## config.mk

```make
export PLATFORM = sky130hd
export DESIGN_NAME = hsru_tz
export DESIGN_NICKNAME = d
export VERILOG_FILES = /design/src/design/hsru_pkg.sv /design/src/design/hsru_tz.sv
export SDC_FILE = /design/constraint.sdc
export NUM_CORES = 1
export LEC_CHECK = 0
export BUFFER_PORTS_ARGS = -buffer_cell sky130_fd_sc_hd__buf_2
export CAP_MARGIN = 20
export CORE_UTILIZATION = 50
export CTS_BUF_LIST = sky130_fd_sc_hd__clkbuf_8
export CTS_CLUSTER_DIAMETER = 30
export DETAILED_ROUTE_END_ITERATION = 8
export GPL_TIMING_DRIVEN = 0
export PLACE_DENSITY = 0.78
export SLEW_MARGIN = 5
export SYNTH_ARGS = -nofsm -noshare
export SYNTH_HDL_FRONTEND = slang
export SYNTH_SLANG_ARGS = --single-unit
```

## constraint.sdc

```tcl
create_clock -name clk -period 4.1 [get_ports clk]
set_input_delay 0.205 -clock clk [delete_from_list [all_inputs] [get_ports clk]]
set_output_delay 0.205 -clock clk [all_outputs]
set_load 0.05 [all_outputs]
```

## src/design/hsru_pkg.sv

```systemverilog
`default_nettype none
package hsru_pkg;

	localparam int TABLE_ENTRIES_DEF = 1024;

	localparam int HASH_W     = 64;
	localparam int KEY_W      = 25;
	localparam int VAL_W      = 6;
	localparam int CNT_W      = 11;
	localparam int P_W        = 5;
	localparam int Q_W        = 3;
	localparam int CFG_IDX_W  = 2;
	localparam int CFG_DATA_W = 5;
	localparam int TZ_W       = 7;
	localparam int RUN_W      = 7;
	localparam int TZ_STEP    = 8;
	localparam int ENC_W      = 32;
	localparam int ENC_SIGN_BIT = 31;

	localparam logic [CFG_IDX_W-1:0] REG_PRECISION        = 2'd0;
	localparam logic [CFG_IDX_W-1:0] REG_SPARSE_PRECISION = 2'd1;
	localparam logic [CFG_IDX_W-1:0] REG_RUN_BITS         = 2'd2;

	localparam logic [P_W-1:0] PRECISION_RST        = 5'd14;
	localparam logic [P_W-1:0] SPARSE_PRECISION_RST = 5'd25;
	localparam logic [Q_W-1:0] RUN_BITS_RST         = 3'd6;

	localparam logic OP_ADD   = 1'b0;
	localparam logic OP_MERGE = 1'b1;

	localparam logic [VAL_W-1:0] VAL_MAX = 6'd63;

	typedef struct packed {
		logic [KEY_W-1:0] key;
		logic [VAL_W-1:0] value;
	} tbl_req_t;

	typedef struct packed {
		logic updated;
		logic status;
	} tbl_resp_t;

	typedef struct packed {
		logic             vld;
		logic [KEY_W-1:0] key;
		logic [VAL_W-1:0] value;
	} slot_t;

	typedef enum logic [1:0] {
		TB_CLEAR,
		TB_IDLE,
		TB_PROBE
	} tbl_state_t;

	typedef enum logic [2:0] {
		ST_IDLE,
		ST_TZ,
		ST_REQ,
		ST_WAIT,
		ST_HOLD
	} ctl_state_t;

	// trailing zero count of a nonzero byte
	function automatic logic [2:0] tz8(input logic [7:0] b);
		logic [2:0] n;
		n = 3'd7;
		for (int i = 7; i >= 0; i--) begin
			if (b[i]) n = 3'(i);
		end
		return n;
	endfunction

endpackage
`default_nettype wire

```

## src/design/hsru_tz.sv

```systemverilog
`default_nettype none
module hsru_tz (
	input  wire logic                              clk,
	input  wire logic                              arst_n,
	input  wire logic                              start,
	input  wire logic [hsru_pkg::HASH_W-1:0]       operand,
	output logic                                   done,
	output logic [hsru_pkg::TZ_W-1:0]              count
);

	localparam logic [hsru_pkg::TZ_W-1:0] LAST_CNT =
		hsru_pkg::TZ_W'(hsru_pkg::HASH_W - hsru_pkg::TZ_STEP);

	logic [hsru_pkg::HASH_W-1:0]  opnd_q;
	logic [hsru_pkg::TZ_W-1:0]    cnt_q;
	logic [hsru_pkg::TZ_W-1:0]    res_q;
	logic                         busy_q;
	logic                         done_q;
	logic [hsru_pkg::TZ_STEP-1:0] low_byte;
	logic                         finish;

	assign low_byte = opnd_q[hsru_pkg::TZ_STEP-1:0];
	assign finish   = busy_q && ((low_byte != '0) || (cnt_q == LAST_CNT));

	always_ff @(posedge clk or negedge arst_n) begin
		if (!arst_n) begin
			busy_q <= 1'b0;
			done_q <= 1'b0;
		end else begin
			done_q <= finish;
			if (start) begin
				busy_q <= 1'b1;
			end else if (finish) begin
				busy_q <= 1'b0;
			end
		end
	end

	// one byte per cycle; an all-zero word counts as the full width
	always_ff @(posedge clk) begin
		if (start) begin
			opnd_q <= operand;
			cnt_q  <= '0;
		end else if (busy_q) begin
			if (low_byte != '0) begin
				res_q <= cnt_q + hsru_pkg::TZ_W'(hsru_pkg::tz8(low_byte));
			end else if (cnt_q == LAST_CNT) begin
				res_q <= hsru_pkg::TZ_W'(hsru_pkg::HASH_W);
			end
			opnd_q <= opnd_q >> hsru_pkg::TZ_STEP;
			cnt_q  <= cnt_q + hsru_pkg::TZ_W'(hsru_pkg::TZ_STEP);
		end
	end

	assign done  = done_q;
	assign count = res_q;

	a_no_restart: assert property (@(posedge clk) disable iff (!arst_n)
		start |-> !busy_q)
		else $error("tz unit started while busy");

	a_count_range: assert property (@(posedge clk) disable iff (!arst_n)
		done_q |-> (res_q <= hsru_pkg::TZ_W'(hsru_pkg::HASH_W)))
		else $error("tz count out of range");

	a_done_idle: assert property (@(posedge clk) disable iff (!arst_n)
		done_q |-> !busy_q)
		else $error("tz unit done while still busy");

endmodule
`default_nettype wire

```

==> out/metrics.yaml, run 1 <==
worstPathCellList: "ha_1, nand2_1, o211a_1, nor3b_1, buf_2"
drive_gt1_share_pct: 55.6
end_kind: "flip-flop"
worstSetupStartpointType: "flip-flop"
synth_warnings: 0
power_frac_clock_pct: 29.5
final_antenna_net_count: 0
grt_pass1_vias: 1761
num_io_pins: 75
hp-class: "input pin to flip-flop"
p_comb_share_pct: 10.1
ys_ff_latch: 77
syn_nets: 252
ys_seq_area_share_pct: 69.8
fin_skew_ns: 0.00650
dp_hpwl_um: 3510
max-vdd-ir-drop_uv: 215
p_seq_share_pct: 60.4
start_util_pct: 53.1
netlist_instances: 184
finalWorstSetupSlack_ns: 2.34
final_cell_area_mm2: 0.00387
synth_cell_types: 27
die_y_um: 82.5
die_w_um: 82.5
gp_congestion: 0.732
clk_latency_ns: 0.34
p_int_mw: 1.24
post_dp_cell_area_mm2: 0.00370
gr-total-overflow: 0
cts.clk_slew.worst_paths_ns: 0.07
maxCapViolCount: 0
setup_viol: 0
crit_type: "flip-flop to flip-flop"
cellLeakagePower_nw: 1.55
grt_max_degree: 65
worst_slew_pin_slew_ns: 0.872
grt_pass1_wl_um: 7870
slowest_stage: "dfxtp_1"
slew_viol_final: 0
synth_area_per_cell_um2: 17.6
cp_max_fo: 6
wirelength_um: 5140
maxSlewHeadroom_pct: 41.8
finalCriticalPeriod_ns: 1.76
fin_setup_tns_ns: 0
io_buffers: 73
period_share_pct: 42.9
clk_path_buf_depth: 2
critPathMaxStageDelay_ns: 0.41
status: "completed"
drtPass1Iterations: 4
antenna_found_initial: 0
cellPowerDensity_mw_per_mm2: 416
area_growth_syn_to_layout_pct: 19.6
drc: 0
swShare_pct: 22.7
clock-sinks: 77
post_drt_wl_per_cell_um: 14.7
dr_total_vias: 1760
grt_usage_pct: 16.8
diodes: 0
hold_viol: 0
htree_num_levels: 3
drtIter0Drc: 72
core_area_mm2: 0.00610
post-place-ws_ns: 1.96
final_nets: 338
cp_data_required_time_ns: 4.15
rsz0062_at_grt: "no"
post_cts_buffers: 0
cts-resized-gates: 0
ctsHoldBuffers: 1
worstPathArrival_ns: 1.81
syn_area_mm2: 0.00324
num_rows: 28
cts_tree: "built"
cts_root_buf: "clkbuf_8"
cts_inserted_buffers: 9
viasPerCell: 5.03
die_area_mm2: 0.00680
power.net_switching_mw: 0.365
max_freq_mhz: 568
utilization_pct: 63.6
==> through the flow <==
step                hold slack [ns]  instances  power [mW]
finish                        0.147        350        1.61
global route                  0.126        350        1.67
CTS                           0.131        349        1.62
detailed placement         -0.00723        332        1.15
global placement           -0.00667        332        1.15
floorplan                   -0.0906        184        1.09
==> path summary, 6_finish.rpt <==
path                                   from          to  slack (ns)  cells past startpoint
max in group asynchronous            arst_n      busy_q        3.80                      2
worst min register to register     cnt_q[6]    cnt_q[6]        0.54                      2
worst max register to register     cnt_q[3]    count[0]        2.34                      5
worst min-delay path            operand[58]  opnd_q[58]        0.15                      2
min in group asynchronous            arst_n        done        0.20                      2
worst max-delay path               cnt_q[3]    count[0]        2.34                      5
==> flip-flops by register name (all words and copies together), names as in the netlist <==
register and cells:
opnd_q 64, cnt_q 4, busy_q 1, count 7, done 1
==> critical path, delay by kind of cell (launching register included) <==
kind | cells | cell delay, ns
adders and majority gates | 1 | 0.19
and+or+nand+nor | 2 | 0.36
buffers and inverters | 1 | 0.26
AOI/OAI and AO/OA | 1 | 0.25
DFF | 1 | 0.41
==> cell usage after synthesis <==
cell,count,area [um^2]
edfxtp_1,71,2130
mux2_2,56,631
and2_1,11,68.8
nor2_1,7,26.3
buf_2,4,20.0
buf_4,4,30.0
dfxtp_1,4,80.1
nand2_1,3,11.3
nor2b_1,3,18.8
dfrtp_1,2,50.1
nor4_4,2,42.5
xor2_1,2,17.5
a211oi_1,1,7.51
a21o_1,1,7.51
a221oi_1,1,8.76
clkbuf_1,1,3.75
ha_1,1,12.5
inv_1,1,3.75
mux2i_1,1,10.0
nand2b_1,1,6.26
nand4_1,1,6.26
nor3b_1,1,7.51
o211a_1,1,10.0
o21ai_0,1,5.00
o21bai_1,1,7.51
or2_2,1,6.26
xnor2_1,1,8.76
==> layout by cell type (no fill, tap or decap) <==
cell type | netlist | final
a211oi_1 | 1 | 1
nand2b_1 | 1 | 1
mux2i_1 | 1 | 1
buf_2 | 4 | 78
ha_1 | 1 | 1
nor4_4 | 2 | 2
and2_1 | 11 | 11
xnor2_1 | 1 | 1
o21bai_1 | 1 | 1
dfxtp_1 | 4 | 4
clkinv_2 | 0 | 1
buf_4 | 4 | 4
a21o_1 | 1 | 1
a221oi_1 | 1 | 1
nor3b_1 | 1 | 1
clkbuf_1 | 1 | 1
o21ai_0 | 1 | 1
nor2b_1 | 3 | 3
nand4_1 | 1 | 1
mux2_2 | 56 | 56
clkinv_1 | 0 | 2
edfxtp_1 | 71 | 71
or2_4 | 0 | 1
clkbuf_8 | 0 | 9
nor2_1 | 7 | 7
clkinvlp_4 | 0 | 2
dlygate4sd3_1 | 0 | 1
nand2_1 | 3 | 3
dfrtp_1 | 2 | 2
o211a_1 | 1 | 1
inv_1 | 1 | 3
xor2_1 | 2 | 2
==> per-layer routing <==
layer / wire length, um / share of wire [%] / GRT usage (%)
met1: 2200 / 43 / 18.3
met2: 2430 / 47 / 28.0
met3: 387 / 7.5 / 6.37
met4: 117 / 2.3 / 9.83
met5: 0 / 0 / 0
==> logic make-up after synthesis <==
group                      share of synthesized area [%]
DFF                                                 69.8
AOI/OAI and AO/OA                                   1.43
xor gates and xnor gates                           0.811
and+or+nand+nor                                     5.99
muxes                                               19.8
buffers and inverters                               1.78
adders and majority gates                          0.386
==> area by class of cell <==
cell class	instances	area, um^2
fill	504	2220
multi-input combinational	97	922
inverter	1	3.75
clock buffer	9	124
sequential	77	2260
tap	75	93.8
buffer	9	53.8
timing repair buffer	75	380
clock inverter	7	35.0
==> power by group through the flow <==
stage	registers (mW)	clock network, mW	logic, mW
after detailed placement	0.991	0	0.163
after CTS	0.973	0.484	0.164
final	0.972	0.475	0.163
after floorplan	0.998	0	0.0964
after global placement	0.987	0	0.158
after global routing	0.980	0.515	0.177
(Power assumes the default switching activity.)
==> run 2: changes to the inputs <==
clock period = 1.7 ns   (was 4.1 ns; I/O delays follow)
==> run 2 against run 1 <==
  * Sequential share of layout area fell by 0.85 points
  * Worst setup slack lost 2.2 ns
  * Combinational power increased by 140%
  * Utilization up 0.94 points
  * Clock power rose to 2.8 times the previous value
  * Clock skew rose by 0.00070 ns
  * Sequential power up 140%
  * Register-to-register slack got worse by 2.2 ns
  * Fmax is 12% higher
  * Non-clock buffer count unchanged
  * Global-route usage down 0.26 points
  * Sequential cell count unchanged
==> out/metrics.yaml, run 2 (same netlist as run 1, synthesis figures left out) <==
maxCapViolCount: 0  # unchanged
grt_usage_pct: 16.6  # -0.26 points
cts_root_buf: "clkbuf_8"
r2r_cells: 4  # -1
viasPerCell: 5.16  # +2.7%
max_freq_mhz: 638  # +12%
io_buffers: 73  # unchanged
power.net_switching_mw: 0.850  # +130%
regMostFlops: "opnd_q"
largest_reg_flops: 64  # unchanged
worst_slew_pin_slew_ns: 0.746  # -0.127 ns
mostFrequentLayoutCell: "buf_2"
fin_setup_tns_ns: 0  # unchanged
clk_path_buf_depth: 2  # unchanged
area_growth_syn_to_layout_pct: 21.4
slowest_stage: "edfxtp_1"
finalCriticalPeriod_ns: 1.57  # -0.193 ns
drc: 0  # unchanged
hold_viol: 0  # unchanged
start_util_pct: 53.1  # unchanged
dr_total_vias: 1812  # +3.0%
end_kind: "flip-flop"
dp_cells: 332  # unchanged
rsz0062_at_grt: "no"
core_area_mm2: 0.00610  # unchanged
grt_pass1_vias: 1794  # +1.9%
crit_family: "flip-flops"
cp_max_fo: 7  # +1
cts_inserted_buffers: 9  # unchanged
worstPathArrival_ns: 1.66  # -0.15 ns
antenna_found_initial: 0  # unchanged
grt_pass1_wl_um: 7910  # +0.61%
fin_skew_ns: 0.00720  # +0.000701 ns
p_comb_share_pct: 9.7  # -0.4 points
maxSlewHeadroom_pct: 50.3  # +8.4 points
diodes: 0  # unchanged
power_frac_clock_pct: 32.9  # +3.4 points
drtIter0Drc: 63  # -13%
final_antenna_net_count: 0  # unchanged
fin_cells: 351  # +0.29%
status: "completed"
crit_buf_inv: 1  # unchanged
drive_gt1_share_pct: 56.2  # +0.52 points
p_int_mw: 3.24  # +160%
clock-sinks: 77  # unchanged
setup_viol: 0  # unchanged
cellPowerDensity_mw_per_mm2: 1040  # +150%
utilization_pct: 64.5  # +0.94 points
die_area_mm2: 0.00680  # unchanged
swShare_pct: 20.8  # -1.9 points
die_y_um: 82.5  # unchanged
final_cell_area_mm2: 0.00393  # +1.5%
cts_tree: "built"
dp_hpwl_um: 3530  # +0.77%
gr-total-overflow: 0  # unchanged
critPathMaxStageDelay_ns: 0.45  # +0.04 ns
rrSetupSlack_ns: 0.13  # -2.21 ns
cts.clk_slew.worst_paths_ns: 0.07  # about the same
crit_cells: 4  # -1
htree_num_levels: 3  # unchanged
worstSetupStartpointType: "flip-flop"
post_drt_wl_per_cell_um: 14.8  # +0.55%
clk_latency_ns: 0.33  # about the same
hp-class: "input pin to flip-flop"
num_io_pins: 75  # unchanged
gp_congestion: 0.730  # -0.29%
min_path_cells: 2  # unchanged
crit_type: "flip-flop to flip-flop"
slew_viol_final: 0  # unchanged
post_dp_cell_area_mm2: 0.00371  # +0.14%
final_nets: 339  # +0.30%
max-vdd-ir-drop_uv: 602  # +180%
grt_max_degree: 65  # unchanged
final_cell_mix: "77 x buf_2, 71 x edfxtp_1, 56 x mux2_2"
worstPathCellList: "nor4_4, o211a_1, nor3b_4, buf_4"
cellLeakagePower_nw: 1.58  # +2.4%
num_rows: 28  # unchanged
cp_data_required_time_ns: 1.80  # -2.35 ns
wirelength_um: 5190  # +0.84%
p_seq_share_pct: 57.4  # -3.0 points
die_w_um: 82.5  # unchanged
drtPass1Iterations: 4  # unchanged
period_share_pct: 92.2  # +49 points
## run 2: final timing paths
| check | startpoint | end |
|---|---|---|
| worst min-delay path | operand[63] | opnd_q[63] |
| max in group asynchronous | arst_n | done |
| worst min register to register | cnt_q[6] | cnt_q[6] |
| min in group asynchronous | arst_n | busy_q |
| worst max register to register | opnd_q[4] | count[6] |
| worst max-delay path | opnd_q[4] | count[6] |
## run 2: metrics by stage
step	total power [mW]	setup WS [ns]	hold WS [ns]
global route	4.23	0.0377	0.0251
detailed placement	2.78	-0.0299	-0.129
global placement	2.76	0.00146	-0.130
finish	4.09	0.133	0.0428
CTS	4.13	0.0473	0.0172
floorplan	2.64	0.161	-0.211
## run 2: layer usage
| metal | track usage, % | part of all wire [%] |
|---|---|---|
| met4 | 9.83 | 1.8 |
| met3 | 4.51 | 5.2 |
| met1 | 18.3 | 42 |
| met2 | 28.5 | 50 |
| met5 | 0 | 0 |
## run 2: power groups by stage
stage          logic [mW]  registers, mW  clock network [mW]
2_1_floorplan       0.234           2.41                   0
3_3_place_gp        0.383           2.38                   0
3_5_place_dp        0.394           2.39                   0
4_1_cts             0.400           2.35                1.38
5_1_grt             0.434           2.36                1.44
6_report            0.397           2.35                1.35
## run 2: layout make-up
class / instances / area [um^2]
Timing Repair Buffer: 75 / 383
Sequential cell: 77 / 2260
Inverter: 1 / 3.75
Multi-Input combinational cell: 98 / 940
Clock buffer: 11 / 151
Clock inverter: 5 / 45.0
Tap cell: 75 / 93.8
Buffer: 9 / 53.8
Fill cell: 490 / 2160
## run 2: timing repair
action,CTS,global route
pin swaps,0,1
endpoints found under the hold margin,2,0
hold buffers,1,0
gates cloned,0,1
buffers inserted,0,1
resized for setup,1,0
setup endpoints to repair,7,71
==> run 3: changes to the inputs <==
ABC_AREA = 1   (was not set)
==> run 3 against run 2 <==
  * Hold slack worse by 0.035 ns
  * Clock power is 11% lower
  * Final area rose by 3.2%
  * Fmax grew 6.8%
  * Sequential share of layout area is 1.8 points lower
  * Combinational power is 11% higher
  * Via count is 30% higher
  * Critical endpoint is now count[1]
  * Largest cell class unchanged
  * Largest power group unchanged
==> out/metrics.yaml, run 3 <==
clock-sinks: 77  # unchanged
core_area_mm2: 0.00639  # +4.8%
synthTopCellsByArea: "edfxtp_1 64%, nand2_1 21%, dfxtp_1 2.4%, inv_1 2.3%, dfrtp_1 1.5%"
drc: 0  # unchanged
diodes: 0  # unchanged
synth_ff_type: "edfxtp_1"
largest_reg_flops: 64  # unchanged
max-vdd-ir-drop_uv: 702  # +17%
htree_num_levels: 3  # unchanged
grt_usage_pct: 18.1  # +1.6 points
dr_total_vias: 2364  # +30%
num_rows: 29  # +3.6%
post-place-ws_ns: 0.0545  # +0.0844 ns
finalCriticalPeriod_ns: 1.47  # -0.100 ns
clk_latency_ns: 0.34  # about the same
gp_congestion: 0.826  # +13%
crit_type: "flip-flop to flip-flop"
status: "completed"
max_freq_mhz: 682  # +6.8%
die_w_um: 83.6  # +1.3%
mostFrequentLayoutCell: "nand2_1"
r2r_start: "cnt_q[3]"
synth_top_area_cell: "edfxtp_1"
io_buffers: 73  # unchanged
cp-startpoint: "cnt_q[3]"
finalPower_mw: 3.97  # -2.9%
cellLeakagePower_nw: 2.02  # +28%
post_drt_wl_per_cell_um: 11.9  # -20%
holdCritStartpoint: "operand[62]"
worst_slew_pin_slew_ns: 0.486  # -0.260 ns
gr-total-overflow: 0  # unchanged
worstSetupStartpointType: "flip-flop"
die_area_mm2: 0.00698  # +2.6%
synthArstFlopShare_pct: 2.60  # unchanged
period_share_pct: 86.2  # -5.9 points
fin_skew_ns: 0.00904  # +0.00184 ns
ys_ff_latch: 77  # unchanged
grt_pass1_wl_um: 9800  # +24%
maxSlewHeadroom_pct: 67.5  # +17 points
finalWorstSetupSlack_ns: 0.234  # +0.100 ns
start_util_pct: 52.1  # -1.0 points
cp_data_required_time_ns: 1.70  # -0.10 ns
end_kind: "flip-flop"
antenna_found_initial: 0  # unchanged
final_antenna_net_count: 0  # unchanged
hp-class: "input pin to flip-flop"
synth_warnings: 0  # unchanged
hold_viol: 0  # unchanged
final_nets: 489  # +44%
synth_area_per_cell_um2: 10.1  # -43%
grt_pass1_vias: 2333  # +30%
die_y_um: 83.6  # +1.3%
setup_viol: 0  # unchanged
post_dp_cell_area_mm2: 0.00380  # +2.4%
area_growth_syn_to_layout_pct: 22.0
clk_path_buf_depth: 2  # unchanged
syn_nets: 397  # +58%
synth_common_cells: "188 x nand2_1, 71 x edfxtp_1, 20 x inv_1"
num_io_pins: 75  # unchanged
fin_setup_tns_ns: 0  # unchanged
wirelength_um: 5970  # +15%
cts_tree: "built"
netlist_instances: 329  # +79%
slew_viol_final: 0  # unchanged
final_cell_area_mm2: 0.00406  # +3.2%
drtIter0Drc: 96  # +52%
viasPerCell: 4.70  # -9.0%
synth_cell_types: 23  # -15%
rsz0062_at_grt: "no"
ys_seq_area_share_pct: 68.0  # -1.8 points
cts.clk_slew.worst_paths_ns: 0.08  # about the same
final_cell_mix: "187 x nand2_1, 82 x buf_2, 71 x edfxtp_1"
cp_max_fo: 7  # unchanged
regMostFlops: "opnd_q"
synth.top_cell.area_share_pct: 64.1  # -1.7 points
maxCapViolCount: 0  # unchanged
yosysMostFrequentCell: "nand2_1"
drive_gt1_share_pct: 26.1  # -30 points
dp_hpwl_um: 4100  # +16%
cts_root_buf: "clkbuf_8"
grt_max_degree: 65  # unchanged
drtPass1Iterations: 6  # +2
cellPowerDensity_mw_per_mm2: 978  # -5.9%
synth_edf_count: 71  # unchanged
syn_area_mm2: 0.00333  # +2.7%
worstPathArrival_ns: 1.47  # -0.19 ns
cts_inserted_buffers: 9  # unchanged
-- run 3: metrics by stage --
step                hold WS [ns]  cells  utilization [%]
floorplan                 -0.211    329                -
global placement          -0.129    479             59.4
detailed placement        -0.128    479             59.4
CTS                      0.00240    503             63.4
global route              0.0140    503             63.6
finish                   0.00822    503             63.6
-- run 3: path summary, 6_finish.rpt --
kind | end | slack, ns | depth (start not counted)
worst max-delay path | count[1] | 0.23 | 5
worst min-delay path | opnd_q[62] | 0.008 | 3
worst max register to register | count[1] | 0.23 | 5
worst min register to register | opnd_q[23] | 0.51 | 2
max in group asynchronous | busy_q | 1.53 | 2
min in group asynchronous | done | 0.07 | 2
-- run 3: area by class of cell --
type	count	area [um^2]
fillers	541	2330
flip-flops and latches	77	2260
multi-input cells	217	911
repair buffers	81	445
clock buffers	11	151
well taps	77	96.3
plain buffers	14	93.8
inverters	21	78.8
clock inverters	5	21.3
-- run 3: critical path: stages, from the launching register on --
cell and delay (ns):
dfxtp_1 0.36, ha_1 0.18, nand3_1 0.12, nand2_4 0.11, nand2_2 0.06, nor2_2 0.29
-- run 3: logic make-up (layout without fill, tap and decap cells) --
group           count (synthesis)  after routing  share of synthesized area [%]
fa+ha+maj                       1              1                          0.376
flops                          77             77                           68.0
compound gates                  9              9                           1.92
simple gates                  207            207                           24.5
buf+inv                        35            132                           5.19
-- run 3: report_power, final --
part	internal (mW)	switching [mW]
clock network	0.590	0.613
logic	0.173	0.266
registers	2.28	0.0515
-- run 3: routing by layer --
metal | wire length, um | GRT usage, % | vias up
li1 | - | - | 1229
met3 | 429 | 5.14 | 8
met2 | 3020 | 32.1 | 63
met4 | 76 | 7.40 | 0
met1 | 2450 | 20.6 | 1064
met5 | 0 | 0 | -
-- run 3: repair_timing --
item | CTS | global route
setup endpoints to repair | 0 | 67
buffers inserted | 0 | 0
resized for setup | 0 | 2
hold buffers | 8 | 0
hold endpoints to repair | 9 | 0
